===== config.mk =====
export PLATFORM = sky130hd
export DESIGN_NAME = btlbp_entry
export DESIGN_NICKNAME = d
export VERILOG_FILES = /design/src/rtl/btlbp_pkg.sv /design/src/rtl/btlbp_entry.sv
export SDC_FILE = /design/constraint.sdc
export NUM_CORES = 1
export LEC_CHECK = 0
export ABC_AREA = 0
export BUFFER_PORTS_ARGS = -buffer_cell sky130_fd_sc_hd__buf_2
export CAP_MARGIN = 20
export CORE_MARGIN = 3
export CORE_UTILIZATION = 30
export DETAILED_ROUTE_END_ITERATION = 12
export GPL_TIMING_DRIVEN = 0
export PLACE_DENSITY = 0.62
export RECOVER_POWER = 50
export SLEW_MARGIN = 30
export SYNTH_ARGS = -nofsm -noshare
export SYNTH_HDL_FRONTEND = slang
export SYNTH_SLANG_ARGS = --single-unit
export TNS_END_PERCENT = 10

===== constraint.sdc =====
create_clock -name clk -period 1.9 [get_ports clk]
set_input_delay 0 -clock clk [delete_from_list [all_inputs] [get_ports clk]]
set_output_delay 0 -clock clk [all_outputs]
set_load 0.1 [all_outputs]

===== src/rtl/btlbp_pkg.sv =====
package btlbp_pkg;

    localparam logic CMD_PREDICT = 1'b0;
    localparam logic CMD_UPDATE  = 1'b1;

    localparam int CTR_W = 2;

    localparam logic [CTR_W-1:0] CTR_MIN    = 2'd0;
    localparam logic [CTR_W-1:0] CTR_MAX    = 2'd3;
    localparam logic [CTR_W-1:0] CTR_STRONG = 2'd2;

    // Distance to the sequential instruction: any other next PC counts as taken
    localparam logic [31:0] FALL_THROUGH = 32'd4;

    // Training request broadcast to every entry
    typedef struct packed {
        logic        alloc;
        logic        taken;
        logic [31:0] tag;
        logic [31:0] target;
    } upd_t;

    // Lookup status of one entry
    typedef struct packed {
        logic hit;
        logic confident;
    } entry_status_t;

endpackage


===== src/rtl/btlbp_entry.sv =====
module btlbp_entry #(
    parameter int HISTORY_BITS = 2
) (
    input  logic                     clk,
    input  logic                     rst_n,
    input  logic [31:0]              lookup_pc,
    input  logic                     sel,
    input  btlbp_pkg::upd_t          upd,
    output btlbp_pkg::entry_status_t status,
    output logic [31:0]              target
);

    localparam int PATTERNS = 1 << HISTORY_BITS;
    localparam int CTRS_W   = PATTERNS * btlbp_pkg::CTR_W;

    logic                          valid_reg;
    logic [31:0]                   tag_reg;
    logic [31:0]                   target_reg;
    logic [HISTORY_BITS-1:0]       hist_reg;
    logic [HISTORY_BITS-1:0]       hist_next;
    logic [CTRS_W-1:0]             ctrs_reg;
    logic [CTRS_W-1:0]             ctrs_next;

    logic [HISTORY_BITS-1:0]       hist_cur;
    logic [CTRS_W-1:0]             ctrs_cur;
    logic [btlbp_pkg::CTR_W-1:0]   ctr_old;
    logic [btlbp_pkg::CTR_W-1:0]   ctr_new;
    logic [HISTORY_BITS:0]         hist_shift;
    logic [btlbp_pkg::CTR_W-1:0]   ctr_look;

    // Lookup
    assign ctr_look         = ctrs_reg[hist_reg * btlbp_pkg::CTR_W +: btlbp_pkg::CTR_W];
    assign status.hit       = valid_reg && (tag_reg == lookup_pc);
    assign status.confident = ctr_look >= btlbp_pkg::CTR_STRONG;
    assign target           = target_reg;

    // Training: allocation starts from cleared history and counters
    always_comb
    begin
        hist_cur = upd.alloc ? '0 : hist_reg;
        ctrs_cur = upd.alloc ? '0 : ctrs_reg;
        ctr_old  = ctrs_cur[hist_cur * btlbp_pkg::CTR_W +: btlbp_pkg::CTR_W];
        if (upd.taken)
        begin
            ctr_new = (ctr_old == btlbp_pkg::CTR_MAX) ? ctr_old
                                                      : ctr_old + 1'b1;
        end
        else
        begin
            ctr_new = (ctr_old == btlbp_pkg::CTR_MIN) ? ctr_old
                                                      : ctr_old - 1'b1;
        end
        ctrs_next = ctrs_cur;
        ctrs_next[hist_cur * btlbp_pkg::CTR_W +: btlbp_pkg::CTR_W] = ctr_new;
        hist_shift = {hist_cur, upd.taken};
        hist_next  = hist_shift[HISTORY_BITS-1:0];
    end

    always_ff @(posedge clk or negedge rst_n)
    begin
        if (!rst_n)
        begin
            valid_reg <= 1'b0;
        end
        else if (sel && upd.alloc)
        begin
            valid_reg <= 1'b1;
        end
    end

    always_ff @(posedge clk)
    begin
        if (sel)
        begin
            if (upd.alloc)
            begin
                tag_reg <= upd.tag;
            end
            target_reg <= upd.target;
            hist_reg   <= hist_next;
            ctrs_reg   <= ctrs_next;
        end
    end

endmodule


# [Yosys cells after proc, flatten, opt, wreduce, memory -nomap -nowiden]
# Index checks and enable logic that the tools add are counted.
[classes] addsub=3 magnitude_cmp=1 n_eq_ne=2 n_shift=4 muxes=6 reduce_logical=4
[ops] operator="$neg A3 Y34" count=1
[ops] operator="$shift A2 B34 Y8 const A" count=1
[ops] operator="$shiftx A2 B34 Y8" count=1
[ops] operator="$eq A32 B32 Y1" count=1
[ops] operator="$shiftx A8 B4 Y2" count=2
[ops] operator="$bwmux W8" count=1
[ops] operator="$mux W2" count=4
[ops] operator="$mux W8" count=1
[ops] operator="$add A2 B1 Y2 const B" count=1
[ops] operator="$eq A2 B2 Y1 const B" count=1
[ops] operator="$ge A2 B2 Y1 const B" count=1
[ops] operator="$logic_and A1 B1 Y1" count=2
[ops] operator="$logic_not A2 Y1" count=1
[ops] operator="$reduce_and A2 Y1" count=1
[ops] operator="$sub A2 B1 Y2 const B" count=1
[word_totals] regBits=75 inputBits=101 out_inout_bits=34 elab_cells=25

# [Logic depth before layout (Yosys ltp)]
# Gate-level depths: netlist (run 1).
[logic_depth] depth_word=7 ltp_mapped=7 depth_no_buf=6

# [Worst setup path after synthesis (run 1)]
# OpenSTA, ideal clock, no wires.
[synth_timing] path_kind="flip-flop to output port" startpoint="reg tag_reg[13]" endpoint="out status[1] (netlist bit)" t_arrival_ps=2956 t_required_ps=1900 path_slack_ps=-1056 path_stages_with_launch=5 n_path_buf=0 cell_sequence="edfxtp_1 xor2_1 nor4_1 nand4_1 nor3_1"
[synth_lines] element="from (decl)" line="btlbp_entry.sv:17" rtl="logic [31:0] tag_reg;"
[synth_lines] element="from (signal assigned)" line="btlbp_entry.sv:77" rtl="tag_reg <= upd.tag;"
[synth_lines] element="to (decl)" line="btlbp_entry.sv:9" rtl="output btlbp_pkg::entry_status_t status,"

==> flow_metrics.py, run 1 <==
metrics = {
    "run_status": {
        "status": "finished clean",
    },
    "detailed_routing": {
        "route.detailed.drc": 0,
        "wire_per_inst_um": 14.5,
        "vias": 2165,
        "via_per_inst": 4.20,
        "wl_um": 7460,
        "ant_nets": 0,
        "firstDrtPassIters": 4,
        "drt-initial-drc-count": 53,
    },
    "yosys": {
        "synth_area_mm2": 0.00298,
        "syn_area_per_cell_um2": 17.6,
        "yosysWarnings": 0,
        "synthCells": 170,
        "syn-num-nets": 276,
        "ys_seq_area_frac": 0.753,
        "ys_ff_latch": 75,
        "yosys.cell_types.count": 33,
    },
    "pwr": {
        "powerDensity_mw_per_mm2": 927,
        "vdd_ir_drop_max_mv": 0.407,
        "finalPower_mw": 4.45,
        "p_leak_nw": 1.97,
    },
    "layout": {
        "final_common_cell": "buf_2",
        "antennaDiodeCount": 0,
        "area_delta_synth_final_pct": 60.9,
        "drive_above_1_share": 0.430,
        "final_nets": 488,
        "mostFrequentLayoutCells": "131 x buf_2, 74 x edfxtp_1, 68 x dlygate4sd3_1, 31 x xor2_1, 9 x clkbuf_8",
        "utilization": 0.508,
    },
    "global_routing": {
        "grt_max_degree": 44,
        "grt_antenna_before_repair": 0,
        "grt_pass1_vias": 2440,
        "overflow": 0,
        "grt_pass1_wl_um": 12000,
        "track_usage": 0.138,
    },
    "die": {
        "start_util": 0.315,
        "die_w_um": 106,
        "die-area_mm2": 0.0112,
        "pin_count": 135,
        "core-area_mm2": 0.00946,
        "die_y_um": 106,
        "rows": 35,
    },
    "sta": {
        "slew_violations": 0,
        "min_period_ns": 1.82,
        "finClkSkew_ns": 0.00275,
        "fin_crit_sh": 0.956,
        "fmax_mhz": 550,
        "hold_violations": 0,
        "tightest_slew_ns": 1.05,
        "whs_ns": 0.370,
        "fin_ws_ns": 0.0830,
        "slew_headroom": 0.300,
        "finalSetupTns_ns": 0,
        "grt_setup_unrepaired": "true",
        "setup_violations": 0,
    },
    "worst_setup_path": {
        "r2r-start": "hist_reg[0]",
        "cp_max_fo": 1,
        "timing.critical_path.from": "tag_reg[8]",
        "crit_path_start_kind": "flip-flop",
        "end_kind": "output port",
        "path_class": "reg -> out",
        "worst_r2r_path_depth": 7,
        "reg2reg_slack_ns": 0.15,
        "arrival_ns": 1.82,
        "cp.required_ns": 1.90,
        "timing.rr.end": "ctrs_reg[0]",
        "endpoint": "status[1]",
    },
    "placement": {
        "place_congestion": 0.767,
        "numPortBuffers": 133,
        "pre_cts_ws_ns": -0.103,
        "dpl.hpwl_um": 5140,
    },
    "clock_tree": {
        "insertion_delay_ns": 0.34,
        "numCtsBuffers": 9,
        "tritoncts": "built",
        "cts_sinks": 75,
        "htreeDepth": 3,
        "clk_path_buf_depth": 2,
        "clkTransAtPathRegs_ns": 0.08,
        "clockRootBuffer": "clkbuf_8",
    },
    "run": {
        "drv_cap": 0,
    },
    "worst_hold_path": {
        "min_path_type": "in -> reg",
    },
}
## cells by family after synthesis
| kind of cell | Yosys count | synth area share |
|---|---|---|
| and+or+nand+nor | 32 | 0.0612 |
| muxes | 4 | 0.0138 |
| buffers and inverters | 5 | 0.00922 |
| adders and majority gates | 9 | 0.0356 |
| DFF | 75 | 0.753 |
| xor gates and xnor gates | 32 | 0.0939 |
| AOI/OAI and AO/OA | 13 | 0.0331 |
## where the power goes
group | internal (mW) | total, mW | switching, mW | leakage, nW
registers | 1.95 | 1.99 | 0.0407 | 0.724
logic | 0.281 | 0.898 | 0.617 | 1.11
clock network | 0.992 | 1.56 | 0.568 | 0.127
## worst max-delay path, cell delays in order, from the launching register on
cell and delay [ns]:
edfxtp_1 0.38, xor2_1 0.17, nor4_2 0.32, nand4_1 0.19, nor3_2 0.17, buf_6 0.25
## through the flow
stage | std cells | area, µm²
CTS | 515 | 4780
global route | 515 | 4800
global placement | 432 | 3820
floorplan | 170 | 2990
finish | 515 | 4800
detailed placement | 432 | 3820
## cell type report
cell class	instances	area, µm²
Sequential cell	75	2250
Multi-Input combinational cell	90	761
Fill cell	848	4660
Clock inverter	6	129
Buffer	2	16.3
Timing Repair Buffer	201	1350
Tap cell	129	161
Inverter	3	11.3
Clock buffer	9	124
## repair_timing
| item | in CTS | in global routing |
|---|---|---|
| hold endpoints to repair | 67 | 0 |
| buffers inserted | 0 | 0 |
| endpoints found under the setup margin | 3 | 4 |
| hold buffers | 68 | 0 |
| pin swaps | 0 | 4 |
| gates resized for setup | 5 | 4 |
## Yosys cell counts
master | instances | area share
edfxtp_1 | 74 | 0.74
xor2_1 | 31 | 0.091
nor4_1 | 7 | 0.015
nor2_1 | 6 | 0.0075
ha_1 | 5 | 0.021
nand2_1 | 5 | 0.0063
a22o_1 | 4 | 0.012
o21ai_1 | 4 | 0.0067
maj3_2 | 3 | 0.011
mux2i_1 | 3 | 0.010
nor3_1 | 3 | 0.0050
inv_1 | 2 | 0.0025
nand3_1 | 2 | 0.0034
nand4b_1 | 2 | 0.0059
a21oi_1 | 1 | 0.0017
a2bb2oi_1 | 1 | 0.0029
and2_2 | 1 | 0.0025
buf_2 | 1 | 0.0017
buf_6 | 1 | 0.0038
dfrtp_1 | 1 | 0.0084
inv_2 | 1 | 0.0013
maj3_1 | 1 | 0.0034
mux2_2 | 1 | 0.0038
nand4_1 | 1 | 0.0021
nor2b_1 | 1 | 0.0021
nor2b_4 | 1 | 0.0046
nor4b_1 | 1 | 0.0029
o22a_1 | 1 | 0.0029
o22ai_1 | 1 | 0.0021
o2bb2ai_2 | 1 | 0.0050
or2_1 | 1 | 0.0021
or2_2 | 1 | 0.0021
xnor2_1 | 1 | 0.0029
## worst min path at each step
| stage | to | cells after the start | slack (ns) | start |
|---|---|---|---|---|
| floorplan | valid_reg | 0 | -0.30 | rst_n |
| global placement | valid_reg | 1 | -0.22 | rst_n |
| detailed placement | valid_reg | 1 | -0.22 | rst_n |
| CTS | tag_reg[26] | 2 | 0.34 | upd[58] |
| global route | target[14] | 2 | 0.35 | upd[14] |
| finish | target[0] | 2 | 0.37 | upd[0] |
## metal layers
| layer | wire, µm | track usage | vias up | part of all wire |
|---|---|---|---|---|
| met5 | 0 | 0 | - | 0 |
| met4 | 91 | 0.0500 | 0 | 0.012 |
| met3 | 517 | 0.0367 | 8 | 0.069 |
| met2 | 3840 | 0.245 | 89 | 0.52 |
| met1 | 3010 | 0.158 | 1002 | 0.40 |
| li1 | - | - | 1066 | - |
No activity file was read; power rests on OpenSTA's default activity.
==> run 2: changes to the inputs <==
--- a/config.mk
+++ b/config.mk
@@ -12,7 +12,7 @@
 export CORE_UTILIZATION = 30
 export DETAILED_ROUTE_END_ITERATION = 12
 export GPL_TIMING_DRIVEN = 0
-export PLACE_DENSITY = 0.62
+export PLACE_DENSITY = 0.54
 export RECOVER_POWER = 50
 export SLEW_MARGIN = 30
 export SYNTH_ARGS = -nofsm -noshare
==> run 2 against run 1 <==
Effect of this change: clock power is 18% lower; sequential power hardly changed; register-to-register slack worse by 0.04 ns; worst hold slack worse by 0.0092 ns; non-clock buffer count stayed put; highest routed layer unchanged.
==> flow_metrics.py, run 2 (synthesized netlist as in run 1, its figures left out) <==
metrics = {
    "worst_setup_path": {
        "crit_chain": "xor2_1 -> nor4_1 -> nand3_1 -> nor3_2 -> buf_6",
        "r2r-start": "hist_reg[0]",
        "timing.rr.end": "ctrs_reg[6]",
        "slowest_delay_ns": 0.38,
        "cp_max_fo": 1,
        "cp.depth": 5,
        "timing.critical_path.from": "tag_reg[20]",
        "arrival_ns": 1.82,
        "worst_r2r_path_depth": 6,
        "endpoint": "status[1]",
        "path_class": "reg -> out",
        "end_kind": "output port",
        "cpMaxStageDelayCell": "edfxtp_1",
        "cp.required_ns": 1.90,
        "reg2reg_slack_ns": 0.11,
        "crit_path_start_kind": "flip-flop",
        "cp_num_buf_inv": 1,
        "critPathTopFamily": "simple AND/OR/NAND/NOR gates",
    },
    "detailed_routing": {
        "vias": 2200,
        "wl_um": 7190,
        "ant_nets": 0,
        "drt-initial-drc-count": 50,
        "firstDrtPassIters": 4,
        "wire_per_inst_um": 13.9,
        "route.detailed.drc": 0,
        "via_per_inst": 4.26,
    },
    "pwr": {
        "p_leak_nw": 1.94,
        "power.share.clock": 0.308,
        "swShare": 0.314,
        "p_comb_frac": 0.214,
        "powerDensity_mw_per_mm2": 877,
        "seqPwrFrac": 0.477,
        "switching_power_mw": 1.31,
        "finalPower_mw": 4.17,
        "vdd_ir_drop_max_mv": 0.573,
        "p_int_mw": 2.86,
    },
    "die": {
        "core-area_mm2": 0.00946,
        "die_y_um": 106,
        "pin_count": 135,
        "die-area_mm2": 0.0112,
        "die_w_um": 106,
        "rows": 35,
        "start_util": 0.315,
    },
    "sta": {
        "hold_violations": 0,
        "slew_violations": 0,
        "min_period_ns": 1.82,
        "finalSetupTns_ns": 0,
        "whs_ns": 0.361,
        "fin_ws_ns": 0.0780,
        "slew_headroom": 0.312,
        "setup_violations": 0,
        "tightest_slew_ns": 1.03,
        "fin_crit_sh": 0.959,
        "grt_setup_unrepaired": "true",
        "finClkSkew_ns": 0.00951,
        "fmax_mhz": 549,
    },
    "clock_tree": {
        "tritoncts": "built",
        "post_cts_buffers": 0,
        "clk_path_buf_depth": 2,
        "cts_sinks": 75,
        "htreeDepth": 3,
        "insertion_delay_ns": 0.34,
        "clkTransAtPathRegs_ns": 0.09,
        "numCtsBuffers": 9,
        "clockRootBuffer": "clkbuf_8",
    },
    "layout": {
        "finalNonFillerCells": 516,
        "antennaDiodeCount": 0,
        "drive_above_1_share": 0.434,
        "nFillCells": 868,
        "mostFrequentLayoutCells": "132 x buf_2, 74 x edfxtp_1, 68 x dlygate4sd3_1, 31 x xor2_1, 9 x clkbuf_8",
        "area_delta_synth_final_pct": 59.4,
        "final_common_cell": "buf_2",
        "design_area_mm2": 0.00476,
        "utilization": 0.503,
        "final_nets": 488,
    },
    "placement": {
        "dpl-instance-area_mm2": 0.00382,
        "dp.cells": 432,
        "place_congestion": 0.759,
        "pre_cts_ws_ns": -0.0563,
        "numPortBuffers": 133,
        "dpl.hpwl_um": 4850,
    },
    "global_routing": {
        "grt_max_degree": 44,
        "overflow": 0,
        "grt_pass1_wl_um": 11400,
        "grt_pass1_vias": 2372,
        "track_usage": 0.131,
        "grt_antenna_before_repair": 0,
    },
    "run": {
        "drv_cap": 0,
    },
    "worst_hold_path": {
        "min_path_type": "in -> reg",
    },
    "run_status": {
        "status": "finished clean",
    },
}
run 2: how the worst min path moves through the flow:
stage,cells past startpoint,startpoint,slack [ns],to
final,2,upd[18],0.36,target[18]
after global routing,2,upd[18],0.34,target[18]
after CTS,2,upd[18],0.34,target[18]
after detailed placement,1,rst_n,-0.22,valid_reg
after global placement,1,rst_n,-0.22,valid_reg
after floorplan,0,rst_n,-0.30,valid_reg
run 2: power by group through the flow:
stage / Clock [mW] / Combinational (mW) / Sequential (mW)
finish: 1.28 / 0.895 / 1.99
global route: 1.41 / 0.948 / 2.00
CTS: 1.34 / 0.887 / 1.99
detailed placement: 0 / 0.773 / 2.03
global placement: 0 / 0.770 / 2.03
floorplan: 0 / 0.164 / 2.42
run 2: layout make-up:
cell class / instances / area [µm²] / area share
multi-input combinational: 90 / 761 / 0.160
clock inverter: 7 / 82.6 / 0.0174
tap: 129 / 161 / 0.0339
inverter: 3 / 11.3 / 0.00237
timing repair buffer: 201 / 1350 / 0.284
buffer: 2 / 16.3 / 0.00342
clock buffer: 9 / 124 / 0.0260
sequential: 75 / 2250 / 0.473
run 2: timing repair:
item | 4_1_cts | 5_1_grt
gates resized for setup | 4 | 5
endpoints found under the hold margin | 67 | 0
setup endpoints to repair | 1 | 4
pin swaps | 3 | 0
gates cloned | 0 | 0
hold buffers | 68 | 0
run 2: per-layer routing:
metal | global-route usage | vias to the layer above | wire, µm
li1 | - | 1068 | -
met1 | 0.158 | 1025 | 2970
met2 | 0.219 | 96 | 3540
met3 | 0.0435 | 11 | 564
met4 | 0.0453 | 0 | 107
met5 | 0 | - | 0
==> run 3: changes to the inputs <==
--- a/config.mk
+++ b/config.mk
@@ -8,11 +8,13 @@
 export ABC_AREA = 0
 export BUFFER_PORTS_ARGS = -buffer_cell sky130_fd_sc_hd__buf_2
 export CAP_MARGIN = 20
+export CELL_PAD_IN_SITES_DETAIL_PLACEMENT = 1
+export CELL_PAD_IN_SITES_GLOBAL_PLACEMENT = 2
 export CORE_MARGIN = 3
 export CORE_UTILIZATION = 30
 export DETAILED_ROUTE_END_ITERATION = 12
 export GPL_TIMING_DRIVEN = 0
-export PLACE_DENSITY = 0.54
+export PLACE_DENSITY = 0.77
 export RECOVER_POWER = 50
 export SLEW_MARGIN = 30
 export SYNTH_ARGS = -nofsm -noshare
==> run 3 against run 2 <==
Effect of this change: register-to-register slack barely moved; clock skew decreased by 0.0057 ns; critical path depth did not move; maximum frequency is 1.4% lower; via count shrank 0.41%; setup slack worse by 0.025 ns; worst hold slack better by 0.0091 ns; flip-flop and latch count unchanged; count of clock-buffer cells in the layout rose by 1; core utilization is 0.34 points lower; wire length rose by 16%; first-iteration DRC count rose by 110%.
==> flow_metrics.py, run 3 (synthesized netlist as in run 1, its figures left out) <==
metrics = {
    "run_status": {
        "status": "finished clean",
    },
    "clock_tree": {
        "insertion_delay_ns": 0.33,
        "htreeDepth": 3,
        "numCtsBuffers": 9,
        "clkTransAtPathRegs_ns": 0.08,
        "post_cts_buffers": 0,
        "clk_path_buf_depth": 2,
        "clockRootBuffer": "clkbuf_8",
        "cts_sinks": 75,
        "tritoncts": "built",
    },
    "global_routing": {
        "top_usage_layer": "met2",
        "use_met1": 0.171,
        "grtUsageMet2": 0.278,
        "grt_max_degree": 44,
        "grt_util_met3": 0.0496,
        "overflow": 0,
        "grt_pass1_wl_um": 13200,
        "track_usage": 0.152,
        "grt_pass1_vias": 2543,
        "grt_antenna_before_repair": 0,
    },
    "die": {
        "rows": 35,
        "core-area_mm2": 0.00946,
        "pin_count": 135,
        "die-area_mm2": 0.0112,
        "die_w_um": 106,
        "die_y_um": 106,
        "start_util": 0.315,
    },
    "placement": {
        "dp.cells": 432,
        "numPortBuffers": 133,
        "dpl.hpwl_um": 5450,
        "place_congestion": 0.725,
        "dpl-instance-area_mm2": 0.00382,
        "pre_cts_ws_ns": -0.0624,
    },
    "sta": {
        "slew_violations": 0,
        "setup_violations": 0,
        "hold_violations": 0,
        "slew_headroom": 0.289,
        "fin_ws_ns": 0.0525,
        "finClkSkew_ns": 0.00377,
        "fin_crit_sh": 0.972,
        "grt_setup_unrepaired": "true",
        "fmax_mhz": 541,
        "min_period_ns": 1.85,
        "tightest_slew_ns": 1.07,
    },
    "pwr": {
        "powerDensity_mw_per_mm2": 870,
        "seqPwrFrac": 0.485,
        "p_int_mw": 2.84,
        "swShare": 0.309,
        "power.share.clock": 0.296,
        "p_comb_frac": 0.219,
        "vdd_ir_drop_max_mv": 0.471,
        "p_leak_nw": 1.93,
        "switching_power_mw": 1.27,
    },
    "worst_setup_path": {
        "timing.critical_path.from": "tag_reg[24]",
        "worst_r2r_path_depth": 5,
        "timing.rr.end": "ctrs_reg[0]",
        "path_class": "reg -> out",
        "cp_max_fo": 1,
        "end_kind": "output port",
        "r2r-start": "hist_reg[1]",
        "arrival_ns": 1.85,
        "reg2reg_slack_ns": 0.11,
        "crit_path_start_kind": "flip-flop",
        "cp.required_ns": 1.90,
        "endpoint": "status[1]",
    },
    "layout": {
        "nFillCells": 1014,
        "finalNonFillerCells": 516,
        "antennaDiodeCount": 0,
        "design_area_mm2": 0.00472,
        "drive_above_1_share": 0.426,
        "mostFrequentLayoutCells": "131 x buf_2, 74 x edfxtp_1, 68 x dlygate4sd3_1, 31 x xor2_1, 9 x clkbuf_8",
        "final_nets": 488,
        "area_delta_synth_final_pct": 58.3,
        "final_common_cell": "buf_2",
    },
    "worst_hold_path": {
        "hold-path-cell-count": 2,
        "min_path_type": "in -> reg",
    },
    "detailed_routing": {
        "wire_per_inst_um": 16.1,
        "route.detailed.drc": 0,
        "wl_um": 8300,
        "ant_nets": 0,
        "drt-initial-drc-count": 107,
        "via_per_inst": 4.25,
        "firstDrtPassIters": 4,
        "vias": 2191,
    },
    "run": {
        "drv_cap": 0,
    },
}
==> run 3: changes by cell type in the layout (fill, tap and decap cells not counted), moves of 2 or more <==
cell / before / now
nor4_1: 3 / 5
inv_6: 3 / 1
clkinv_2: 0 / 2
nor4_2: 4 / 2
==> run 3: how the worst min path moves through the flow <==
stage	from	end	slack (ns)
after CTS	upd[29]	target[29]	0.35
final	upd[13]	target[13]	0.37
after floorplan	rst_n	valid_reg	-0.30
after global placement	rst_n	valid_reg	-0.23
after global routing	upd[32]	tag_reg[0]	0.35
after detailed placement	rst_n	valid_reg	-0.22
==> run 3: metal layers <==
| metal | wire [µm] | up-vias | share of wire |
|---|---|---|---|
| met5 | 0 | - | 0 |
| met4 | 49 | 0 | 0.0059 |
| met3 | 565 | 5 | 0.068 |
| met2 | 4410 | 97 | 0.53 |
| met1 | 3280 | 1022 | 0.39 |
| li1 | - | 1067 | - |
==> run 3: metrics by stage <==
step / TNS, ns / total power, mW / hold slack [ns] / util
after CTS: -0.0283 / 4.15 / 0.351 / 0.497
after floorplan: -0.227 / 2.59 / -0.296 / -
after global routing: -0.0661 / 4.28 / 0.353 / 0.499
after detailed placement: -1.91 / 2.81 / -0.223 / 0.404
final: 0 / 4.11 / 0.370 / 0.499
after global placement: 0 / 2.79 / -0.226 / 0.404
==> run 3: repair_timing <==
action / in CTS / in global routing
endpoints found under the setup margin: 1 / 4
hold buffers: 68 / 0
pin swaps: 3 / 2
resized for setup: 3 / 4
endpoints found under the hold margin: 67 / 0
==> run 3: cell type report <==
class	count	area, µm²	share of cell area
flip-flops and latches	75	2250	0.476
repair buffers	201	1350	0.286
multi-input cells	90	739	0.157
well taps	129	161	0.0342
clock buffers	10	128	0.0270
clock inverters	6	65.1	0.0138
plain buffers	2	18.8	0.00397
inverters	3	11.3	0.00238
==> run 3: critical path, stage by stage (launching register included) <==
cell,delay (ns)
edfxtp_1,0.40
xor2_1,0.17
nor4_2,0.32
nand4_1,0.18
nor3_2,0.20
buf_6,0.25
==> run 3: power by group through the flow <==
| stage | Clock [mW] | Combinational (mW) | Sequential, mW |
|---|---|---|---|
| CTS | 1.26 | 0.896 | 1.99 |
| global route | 1.32 | 0.951 | 2.01 |
| detailed placement | 0 | 0.781 | 2.03 |
| global placement | 0 | 0.768 | 2.02 |
| floorplan | 0 | 0.164 | 2.42 |
| finish | 1.22 | 0.901 | 1.99 |
